--- config.mk ---
export PLATFORM = sky130hd
export DESIGN_NAME = ifc_controller
export DESIGN_NICKNAME = d
export VERILOG_FILES = /design/src/rtl/ifc_pkg.sv /design/src/rtl/ifc_controller.sv
export SDC_FILE = /design/constraint.sdc
export NUM_CORES = 1
export LEC_CHECK = 0
export BUFFER_PORTS_ARGS = -buffer_cell sky130_fd_sc_hd__buf_2
export CAP_MARGIN = 40
export CORE_MARGIN = 1.5
export CORE_UTILIZATION = 40
export CTS_CLUSTER_DIAMETER = 80
export DETAILED_ROUTE_END_ITERATION = 8
export SETUP_SLACK_MARGIN = 0.1
export SYNTH_ARGS = -nofsm -noshare
export SYNTH_HDL_FRONTEND = slang
export SYNTH_SLANG_ARGS = --single-unit
--- constraint.sdc ---
create_clock -name clk -period 7.66 [get_ports clk]
set_input_delay 0.383 -clock clk [delete_from_list [all_inputs] [get_ports clk]]
set_output_delay 0.383 -clock clk [all_outputs]
set_load 0.01 [all_outputs]
--- src/rtl/ifc_pkg.sv ---
// Package with the shared types and codes of the intermod frequency checker.
`timescale 1ns / 1ps
`default_nettype none
package ifc_pkg;
	localparam logic [1:0] OP_CHECK  = 2'd0;
	localparam logic [1:0] OP_ASSIGN = 2'd1;
	localparam logic [1:0] OP_CLEAR  = 2'd2;

	localparam logic [1:0] MODE_OFF  = 2'd0;
	localparam logic [1:0] MODE_TWO  = 2'd1;
	localparam logic [1:0] MODE_THREE = 2'd2;
	localparam logic [1:0] MODE_FIFTH = 2'd3;

	localparam logic [1:0] REG_GUARD   = 2'd0;
	localparam logic [1:0] REG_SPACING = 2'd1;
	localparam logic [1:0] REG_MODE    = 2'd2;

	// Test kinds the datapath evaluates for one (i, j, k) step.
	typedef enum logic [3:0] {
		T_SPACING,   // |f - a| < spacing, a = table[i]
		T_P21,       // f near 2a - b
		T_P32,       // f near 3a - 2b
		T_P3X,       // f near a + b - c
		T_N21F,      // 2f - a near table[k] or f
		T_N21A,      // 2a - f
		T_N32F,      // 3f - 2a
		T_N32A,      // 3a - 2f
		T_N3AB,      // f + a - b
		T_N3BA,      // f + b - a
		T_N3F        // a + b - f
	} test_t;

	typedef enum logic [2:0] {
		S_IDLE,
		S_LOAD,
		S_RUN,
		S_WAIT,
		S_DONE,
		S_OUT
	} state_t;

	// Controller to datapath.
	typedef struct packed {
		logic   start;     // latch candidate and clear fail flag
		logic   rd;        // issue a table read for the current step
		logic   eval;      // evaluate the step read last cycle
		logic   self_cmp;  // compare against f instead of table[k]
		test_t  test;
		logic   store;     // write candidate at the count
		logic   clear;     // empty the table
	} dp_cmd_t;

	// Datapath to controller.
	typedef struct packed {
		logic   fail;
	} dp_stat_t;
endpackage
`default_nettype wire

--- src/rtl/ifc_controller.sv ---
// Controller: sequences the table walks for one item and builds the result.
`timescale 1ns / 1ps
`default_nettype none
module ifc_controller #(
	parameter int MAX_CARRIERS = 32,
	parameter int IW = $clog2(MAX_CARRIERS),
	parameter int CW = $clog2(MAX_CARRIERS + 1)
) (
	input  wire                    clk,
	input  wire                    arst_n,
	input  wire                    in_fire,
	input  wire [1:0]              opcode,
	input  wire [1:0]              imd_mode,
	input  wire                    out_busy,
	input  wire ifc_pkg::dp_stat_t stat,
	output ifc_pkg::dp_cmd_t       cmd,
	output logic [IW-1:0]          idx_i,
	output logic [IW-1:0]          idx_j,
	output logic [IW-1:0]          idx_k,
	output logic [CW-1:0]          count,
	output logic                   idle,
	output logic                   res_valid,
	output logic                   res_compatible,
	output logic                   res_stored,
	output logic                   res_full
);
	ifc_pkg::state_t state_q, state_d;
	ifc_pkg::test_t  test_q;
	logic [CW-1:0]   i_q, j_q, k_q;
	logic            self_q;
	logic [1:0]      op_q;
	logic [1:0]      mode_q;
	logic [1:0]      drain_q;
	logic            step;
	logic            last;
	logic            k_end;
	ifc_pkg::test_t  next_test;
	logic            next_valid;
	logic            skip;
	logic [CW-1:0]   n;
	logic            run_d1;
	ifc_pkg::test_t  test_d1;
	logic            self_d1, skip_d1;

	assign n = count;

	// Skip index combinations the model leaves out.
	always_comb begin
		skip = 1'b0;
		unique case (test_q)
			ifc_pkg::T_P21, ifc_pkg::T_P32: skip = (i_q == j_q);
			ifc_pkg::T_P3X: skip = (j_q <= i_q) || (k_q == i_q) || (k_q == j_q);
			ifc_pkg::T_N3AB, ifc_pkg::T_N3BA, ifc_pkg::T_N3F: skip = (j_q <= i_q);
			default: skip = 1'b0;
		endcase
	end

	// Walked loops: k for a + b - c and the set-hit tests (k == n is f itself).
	function automatic logic uses_k(ifc_pkg::test_t t);
		return t == ifc_pkg::T_P3X || t >= ifc_pkg::T_N21F;
	endfunction
	function automatic logic uses_j(ifc_pkg::test_t t);
		return t == ifc_pkg::T_P21 || t == ifc_pkg::T_P32 || t == ifc_pkg::T_P3X ||
			t >= ifc_pkg::T_N3AB;
	endfunction

	// The k walk ends on the last carrier for a + b - c, else on the candidate.
	always_comb begin
		k_end = (test_q == ifc_pkg::T_P3X) ? (k_q == n - 1'b1) : (k_q == n);
	end

	// Next enabled test after the current one.
	always_comb begin
		next_test = test_q;
		next_valid = 1'b0;
		priority case (test_q)
			ifc_pkg::T_SPACING: begin
				next_valid = (mode_q != ifc_pkg::MODE_OFF);
				next_test = ifc_pkg::T_P21;
			end
			ifc_pkg::T_P21: begin
				next_valid = 1'b1;
				next_test = (mode_q == ifc_pkg::MODE_FIFTH) ? ifc_pkg::T_P32 :
					(mode_q == ifc_pkg::MODE_THREE) ? ifc_pkg::T_P3X : ifc_pkg::T_N21F;
			end
			ifc_pkg::T_P32: begin
				next_valid = 1'b1; next_test = ifc_pkg::T_P3X;
			end
			ifc_pkg::T_P3X: begin
				next_valid = 1'b1; next_test = ifc_pkg::T_N21F;
			end
			ifc_pkg::T_N21F: begin
				next_valid = 1'b1; next_test = ifc_pkg::T_N21A;
			end
			ifc_pkg::T_N21A: begin
				next_valid = 1'b1;
				next_test = (mode_q == ifc_pkg::MODE_FIFTH) ? ifc_pkg::T_N32F :
					ifc_pkg::T_N3AB;
				if (mode_q == ifc_pkg::MODE_TWO) next_valid = 1'b0;
			end
			ifc_pkg::T_N32F: begin
				next_valid = 1'b1; next_test = ifc_pkg::T_N32A;
			end
			ifc_pkg::T_N32A: begin
				next_valid = 1'b1; next_test = ifc_pkg::T_N3AB;
			end
			ifc_pkg::T_N3AB: begin
				next_valid = 1'b1; next_test = ifc_pkg::T_N3BA;
			end
			ifc_pkg::T_N3BA: begin
				next_valid = 1'b1; next_test = ifc_pkg::T_N3F;
			end
			default: next_valid = 1'b0;
		endcase
	end

	// End of the walk of the current test.
	always_comb begin
		last = (i_q == n - 1'b1) &&
			(!uses_j(test_q) || j_q == n - 1'b1) &&
			(!uses_k(test_q) || k_end);
	end

	assign step = (state_q == ifc_pkg::S_RUN);

	always_comb begin
		state_d = state_q;
		unique case (state_q)
			ifc_pkg::S_IDLE: if (in_fire) state_d = ifc_pkg::S_LOAD;
			ifc_pkg::S_LOAD: begin
				if (op_q == ifc_pkg::OP_CLEAR || n == '0) state_d = ifc_pkg::S_WAIT;
				else state_d = ifc_pkg::S_RUN;
			end
			ifc_pkg::S_RUN: if (stat.fail || (last && !next_valid)) state_d = ifc_pkg::S_WAIT;
			ifc_pkg::S_WAIT: if (drain_q == 2'd0) state_d = ifc_pkg::S_DONE;
			ifc_pkg::S_DONE: state_d = ifc_pkg::S_OUT;
			ifc_pkg::S_OUT: if (!out_busy) state_d = ifc_pkg::S_IDLE;
			default: state_d = ifc_pkg::S_IDLE;
		endcase
	end

	// The eval strobe and its test/self are delayed to line up with read data;
	// skipped combinations are dropped there.
	always_comb begin
		cmd = '0;
		cmd.start = in_fire;
		cmd.rd = step;
		cmd.test = test_d1;
		cmd.self_cmp = self_d1;
		cmd.eval = run_d1 && !skip_d1;
		cmd.clear = 1'b0;
		cmd.store = 1'b0;
		if (state_q == ifc_pkg::S_DONE) begin
			cmd.store = (op_q == ifc_pkg::OP_ASSIGN) && !stat.fail &&
				(n < CW'(MAX_CARRIERS));
			cmd.clear = (op_q == ifc_pkg::OP_CLEAR);
		end
		idle = (state_q == ifc_pkg::S_IDLE);
	end

	always_ff @(posedge clk or negedge arst_n) begin
		if (!arst_n) begin
			state_q <= ifc_pkg::S_IDLE;
			count <= '0;
			res_valid <= 1'b0;
			run_d1 <= 1'b0;
			drain_q <= '0;
			op_q <= ifc_pkg::OP_CHECK;
			mode_q <= ifc_pkg::MODE_OFF;
			test_q <= ifc_pkg::T_SPACING;
			i_q <= '0; j_q <= '0; k_q <= '0; self_q <= 1'b0;
			res_compatible <= 1'b0; res_stored <= 1'b0; res_full <= 1'b0;
			test_d1 <= ifc_pkg::T_SPACING; self_d1 <= 1'b0; skip_d1 <= 1'b0;
		end else begin
			state_q <= state_d;
			run_d1 <= step;
			test_d1 <= test_q; self_d1 <= self_q; skip_d1 <= skip;
			if (in_fire) begin
				op_q <= opcode;
				mode_q <= imd_mode;
				test_q <= ifc_pkg::T_SPACING;
				i_q <= '0; j_q <= '0; k_q <= '0; self_q <= 1'b0;
			end
			if (state_q == ifc_pkg::S_RUN) begin
				drain_q <= 2'd3;
				if (last) begin
					test_q <= next_test;
					i_q <= '0; j_q <= '0; k_q <= '0; self_q <= 1'b0;
				end else if (uses_k(test_q) && !k_end) begin
					k_q <= k_q + 1'b1;
					self_q <= (test_q != ifc_pkg::T_P3X) && (k_q + 1'b1 == n);
				end else begin
					k_q <= '0; self_q <= 1'b0;
					if (uses_j(test_q) && j_q != n - 1'b1) begin
						j_q <= j_q + 1'b1;
					end else begin
						j_q <= '0;
						i_q <= i_q + 1'b1;
					end
				end
			end else if (drain_q != 2'd0) begin
				drain_q <= drain_q - 1'b1;
			end
			if (state_q == ifc_pkg::S_DONE) begin
				res_valid <= 1'b1;
				res_compatible <= (op_q != ifc_pkg::OP_CLEAR) && !stat.fail;
				res_stored <= cmd.store;
				res_full <= (op_q == ifc_pkg::OP_ASSIGN) && !stat.fail &&
					(n >= CW'(MAX_CARRIERS));
				if (cmd.store) count <= count + 1'b1;
				if (cmd.clear) count <= '0;
			end else if (state_q == ifc_pkg::S_OUT && !out_busy) begin
				res_valid <= 1'b0;
			end
		end
	end

	// Table addresses of the current step; k == n stands for the candidate.
	always_comb begin
		idx_i = i_q[IW-1:0];
		idx_j = j_q[IW-1:0];
		idx_k = (k_q >= n) ? '0 : k_q[IW-1:0];
	end
endmodule
`default_nettype wire

==> results of run 1 <==
worst register-to-register path: stages (launching register included):
cell and delay, ns:
dfrtp_1 0.55, inv_1 0.15, ha_1 0.22, nor3b_1 0.50, xnor3_1 0.33, o2111a_1 0.18
a21oi_1 0.50, o21ai_1 0.27, o221ai_1 0.23
area by class of cell:
cell class / count / share of cell area [%]
inverter: 29 / 2.77
timing repair buffer: 46 / 5.99
multi-input combinational: 289 / 53.6
clock buffer: 5 / 1.75
sequential: 49 / 31.3
tap: 108 / 3.44
clock inverter: 3 / 1.18
where the power goes:
group / internal [W] / switching [W] / leakage (nW)
clock: 0.0000979 / 0.0000940 / 0.0543
sequential: 0.000299 / 0.0000747 / 0.642
combinational: 0.000186 / 0.000235 / 1.13
flip-flops by register name, summed over array words and instances (netlist names), 3 cells and up:
signal	cells
count	6
test_d1	4
k_q	6
test_q	4
i_q	6
j_q	6
state_q	3
routing by layer:
layer,wire (um),GRT usage [%]
met5,0,0
met4,56,3.14
met3,455,2.72
met2,4340,32.0
met1,4290,27.0
cells by family (layout without fill, tap and decap cells):
family / count (synthesis) / count (layout)
compound gates: 89 / 89
mux: 5 / 5
xor+xnor: 46 / 46
buf+inv: 62 / 83
simple gates: 130 / 130
fa+ha+maj: 19 / 19
flops: 49 / 49
through the flow:
| stage | utilization, % | cell area, um^2 | total power, W | cells | hold slack, ns |
|---|---|---|---|---|---|
| after global routing | 44.8 | 3920 | 0.00106 | 529 | 0.226 |
| after global placement | 43.4 | 3800 | 0.000791 | 520 | 0.367 |
| after floorplan | - | 3630 | 0.000699 | 400 | 0.0874 |
| after detailed placement | 43.5 | 3810 | 0.000800 | 521 | 0.370 |
| after CTS | 44.8 | 3920 | 0.000996 | 529 | 0.204 |
| final | 44.8 | 3920 | 0.000987 | 529 | 0.172 |
worst paths after layout:
check | from | end | cells after the start
max in group asynchronous | arst_n | i_q[3]$_DFF_PN0_ | 2
worst min-delay path | arst_n | state_q[1]$_DFFE_PN0P_ | 2
min in group clk | stat | res_compatible$_DFFE_PN0P_ | 2
worst max-delay path | count[0]$_DFFE_PN0P_ | i_q[3]$_DFF_PN0_ | 8
worst min register to register | self_q$_DFFE_PN0P_ | self_d1$_DFF_PN0_ | 0
worst max register to register | count[0]$_DFFE_PN0P_ | i_q[3]$_DFF_PN0_ | 8
cells in the final DEF (no fill, tap or decap), types with 5 or more instances in the layout:
cell type / n
dfrtp_1: 49
xnor2_1: 28
o31ai_1: 6
clkbuf_8: 5
nand4_1: 8
nand3_1: 15
a211oi_1: 11
ha_1: 19
a21oi_1: 13
and3_1: 5
nor3_1: 20
a21o_1: 8
nor2b_1: 7
buf_2: 44
o21ai_0: 11
inv_1: 28
o21ai_1: 5
nor2_1: 20
xor2_1: 13
nand2_1: 32
==> metrics.txt, run 1 <==
Worst-Skew Late Latency 0.31 ns; Syn Nets 428; Slew Limit Fails 0; maxcap violations 0; vias in the first global route 2839; power density over cell area 252 nW/um^2; final hold viol count 0; total negative setup slack 0 ns; Resized Gates After CTS 0; WP data arrival 3.25 ns; post-synthesis register bit count 49; hold buffers post-CTS 0; Cells after Synth 400; top post-synthesis cells by area dfrtp_1, xnor2_1, ha_1; layout cell share with drive strength beyond 1 15.4%; number of antenna violations at the first check in global routing 0; GPL Wtd Cong 0.887; Setup Buffers After CTS 0; register area share after synthesis 33.8%; Peak supply drop 0.0986 mV; XOR/XNOR Fraction of Synth Area 13.0%; CP Class reg2reg; dpl hpwl 6750 um; Crit. End Element flip-flop; worst setup margin 4.63 ns; Rows 34; antenna violation net count after detailed routing 0; Yosys top cell area share 33.8%; Post-synth ARST share 100%; die area 9650 um^2; core area 8760 um^2; register area 1230 um^2; Synth cell types 61; Ys Warns 0; crit share post-route 39.6%; Multi-input gate area 2100 um^2; FMAX 330 MHz; GRT Util Overall 19.2%; CTS tree built; Antenna Cells 0; biggest area consumer among synthesized cells dfrtp_1; WL/cell 17.3 um; EDFF count, synth 0; DR vias 2964; syn avg cell area 9.07 um^2; P_leak 1.82 nW; post-synthesis mux area share 1.48%; status finished clean; worst hold-check path type in2async; Final nets 448; slowest CP cell dfrtp_1; Starting Density 41.4%; largest net degree at the start of global routing 50; Root Driver clkbuf_8; final-report setup violation count 0; CP startpoint kind flip-flop; total wire length 9140 um; CTS Buf Count 5; main combinational cell family by area after synthesis simple AND/OR/NAND/NOR gates; dpl ws 4.75 ns; Primary FF master, synth dfrtp_1; Detailed Routing Iterations Pass 1 4; I/O pin cnt 45; synthesized cell area 3630 um^2; CP peak stage delay 0.55 ns; first-pass GRT wire length 14900 um; reg-to-reg slack, setup 4.63 ns; deepest clock path buffer count 2; grt total ovfl 0; worst-margin pin slew 0.842 ns; drt drc 0; most common cell in the netlist dfrtp_1; H-tree depth 2; Bufs and invs on worst path 1; Layout area overhead 8.14%; CP top delay family compound AO/OA/AOI/OAI gates; Synth Area in Compound Gates 17.9%; vias per cell 5.60; clock sink count 49; Post-synth top cells dfrtp_1, nand2_1, inv_1, xnor2_1; Worst Skew 0.0175 ns; Die Wd 98.2 um; crit path max fanout 11; clk slew on worst S/H paths 0.11 ns; Slew HR 43.6%; Buffers on Ports 44; Initial DRC Count 210; die extent in y 98.2 um; Synth Area in Simple Gates 19.0%; crit-path cells inv_1 > ha_1 > nor3b_1 > xnor3_1 > o2111a_1 > a21oi_1 > o21ai_1 > o221ai_1; CP Data Required Time 7.87 ns; fill count 873; minimum clock period 3.03 ns; RSZ-0062 raised after global routing false; Synth Area in Adders 6.55%
Power figures use the tool's default switching activity.
==> run 2: changes to the inputs <==
==> constraint.sdc (replaced) <==
create_clock -name clk -period 3 [get_ports clk]
set_input_delay 0.15 -clock clk [delete_from_list [all_inputs] [get_ports clk]]
set_output_delay 0.15 -clock clk [all_outputs]
set_load 0.01 [all_outputs]
==> run 2 against run 1 <==
Effect of this change: routed wire length rose by 4.1%; critical path depth fell by 1; final area rose by 3.3%; via count rose by 3.6%; maximum frequency rose by 7.9%; clock skew fell by 0.0060 ns.
==> metrics.txt, run 2 (synthesized netlist as in run 1, its figures left out) <==
Layout area overhead 11.8%; commonest non-fill, non-tap cell in the layout dfrtp_1; worst hold-check path type in2reg; vias in the first global route 2978; P_leak 1.90 nW; Initial DRC Count 188; CTS Buf Count 5; CP Class reg2reg; Detailed Routing Iterations Pass 1 5; maxcap violations 0; I/O pin cnt 45; Slew Limit Fails 0; GRT Util Overall 20.3%; CP startpoint kind flip-flop; largest net degree at the start of global routing 31; dpl hpwl 7060 um; clock sink count 49; dpl ws 0.239 ns; Die Wd 98.2 um; total negative setup slack 0 ns; FMAX 356 MHz; Worst-Skew Late Latency 0.32 ns; Buffers on Ports 44; worst-margin pin slew 0.738 ns; slowest CP cell or4_4; Root Driver clkbuf_8; number of antenna violations at the first check in global routing 0; total wire length 9520 um; crit share post-route 93.6%; RSZ-0062 raised after global routing false; die area 9650 um^2; core area 8760 um^2; GPL Wtd Cong 0.929; DR vias 3071; worst setup margin 0.192 ns; Antenna Cells 0; CTS tree built; layout cell share with drive strength beyond 1 19.0%; status finished clean; CP Data Required Time 3.21 ns; grt total ovfl 0; Overall Power 0.00261 W; Slew HR 50.8%; most frequent cells in the layout dfrtp_1, buf_2, nand2_1; first-pass GRT wire length 15600 um; Worst Skew 0.0115 ns; deepest clock path buffer count 2; drt drc 0; die extent in y 98.2 um; crit-path cells buf_4 > or4_4 > o22ai_2 > or3b_4 > o21ai_0 > a211oi_1 > o2bb2a_1; Crit. End Element flip-flop; vias per cell 5.63; final-report setup violation count 0; fill count 870; WL/cell 17.5 um; Multi-input gate area 2110 um^2; Starting Density 41.4%; Rows 34; clk slew on worst S/H paths 0.10 ns; WP data arrival 3.02 ns; Peak supply drop 0.272 mV; register area 1230 um^2; Final nets 464; crit path max fanout 7; power density over cell area 644 nW/um^2; CP peak stage delay 0.61 ns; antenna violation net count after detailed routing 0; minimum clock period 2.81 ns; H-tree depth 2; final hold viol count 0
==> run 2: cell count changes in the layout (fill, tap and decap cells not counted) <==
| cell | previous run | this run |
|---|---|---|
| a211oi_1 | 11 | 10 |
| dlygate4sd3_1 | 0 | 1 |
| a211oi_2 | 0 | 1 |
| buf_4 | 2 | 17 |
| nor3b_2 | 0 | 1 |
| dfrtp_2 | 0 | 2 |
| nor3b_1 | 1 | 0 |
| clkinvlp_4 | 1 | 0 |
| dfrtp_1 | 49 | 47 |
| clkbuf_1 | 0 | 1 |
==> run 2: power breakdown <==
group,internal (W),leakage [nW],switching (W)
clock,0.000251,0.0554,0.000246
sequential,0.000765,0.638,0.000136
combinational,0.000526,1.21,0.000686
==> run 2: through the flow <==
stage                     instance area [um^2]  utilization [%]  hold slack [ns]  instances
final                                     4060             46.3           0.0328        545
after global routing                      4060             46.3           0.0410        545
after CTS                                 4030             46.0           0.0340        543
after detailed placement                  3910             44.6            0.258        534
after global placement                    3910             44.6            0.253        534
after floorplan                           3630                -           -0.146        400
==> run 2: repair_timing <==
item	4_1_cts	5_1_grt
gates resized for setup	0	4
buffers inserted	0	2
hold endpoints to repair	29	0
endpoints found under the setup margin	0	12
hold buffers	1	0
==> run 2: area by class of cell <==
| type | count | share of cell area, % |
|---|---|---|
| inverter | 29 | 2.68 |
| clock inverter | 2 | 0.956 |
| clock buffer | 6 | 1.79 |
| multi-input combinational | 289 | 52.1 |
| tap | 108 | 3.33 |
| sequential | 49 | 30.3 |
| timing repair buffer | 62 | 8.82 |
==> run 2: path summary, 6_finish.rpt <==
path                                            from               endpoint  slack [ns]  cells past startpoint
worst max-delay path            count[0]$_DFFE_PN0P_       j_q[4]$_DFF_PN0_        0.19                      7
worst min register to register    self_q$_DFFE_PN0P_      self_d1$_DFF_PN0_        0.38                      0
worst max register to register  count[0]$_DFFE_PN0P_       j_q[4]$_DFF_PN0_        0.19                      7
max in group asynchronous                     arst_n     k_q[1]$_DFFE_PN0P_        1.81                      3
min in group asynchronous                     arst_n       j_q[0]$_DFF_PN0_        0.43                      2
worst min-delay path                     imd_mode[0]  mode_q[0]$_DFFE_PN0P_        0.03                      3
==> run 2: per-layer routing <==
metal | up-vias | routed length, um | GRT usage [%]
li1 | 1480 | - | -
met1 | 1466 | 4340 | 27.8
met2 | 112 | 4490 | 34.0
met3 | 13 | 572 | 3.01
met4 | 0 | 116 | 4.88
met5 | - | 0 | 0
==> run 2: worst max-delay path, delay by kind of cell (launching register included) <==
family / cells / cell delay, ns
AOI/OAI and AO/OA: 4 / 1.06
buffers and inverters: 1 / 0.15
and+or+nand+nor: 2 / 1.03
DFF: 1 / 0.45
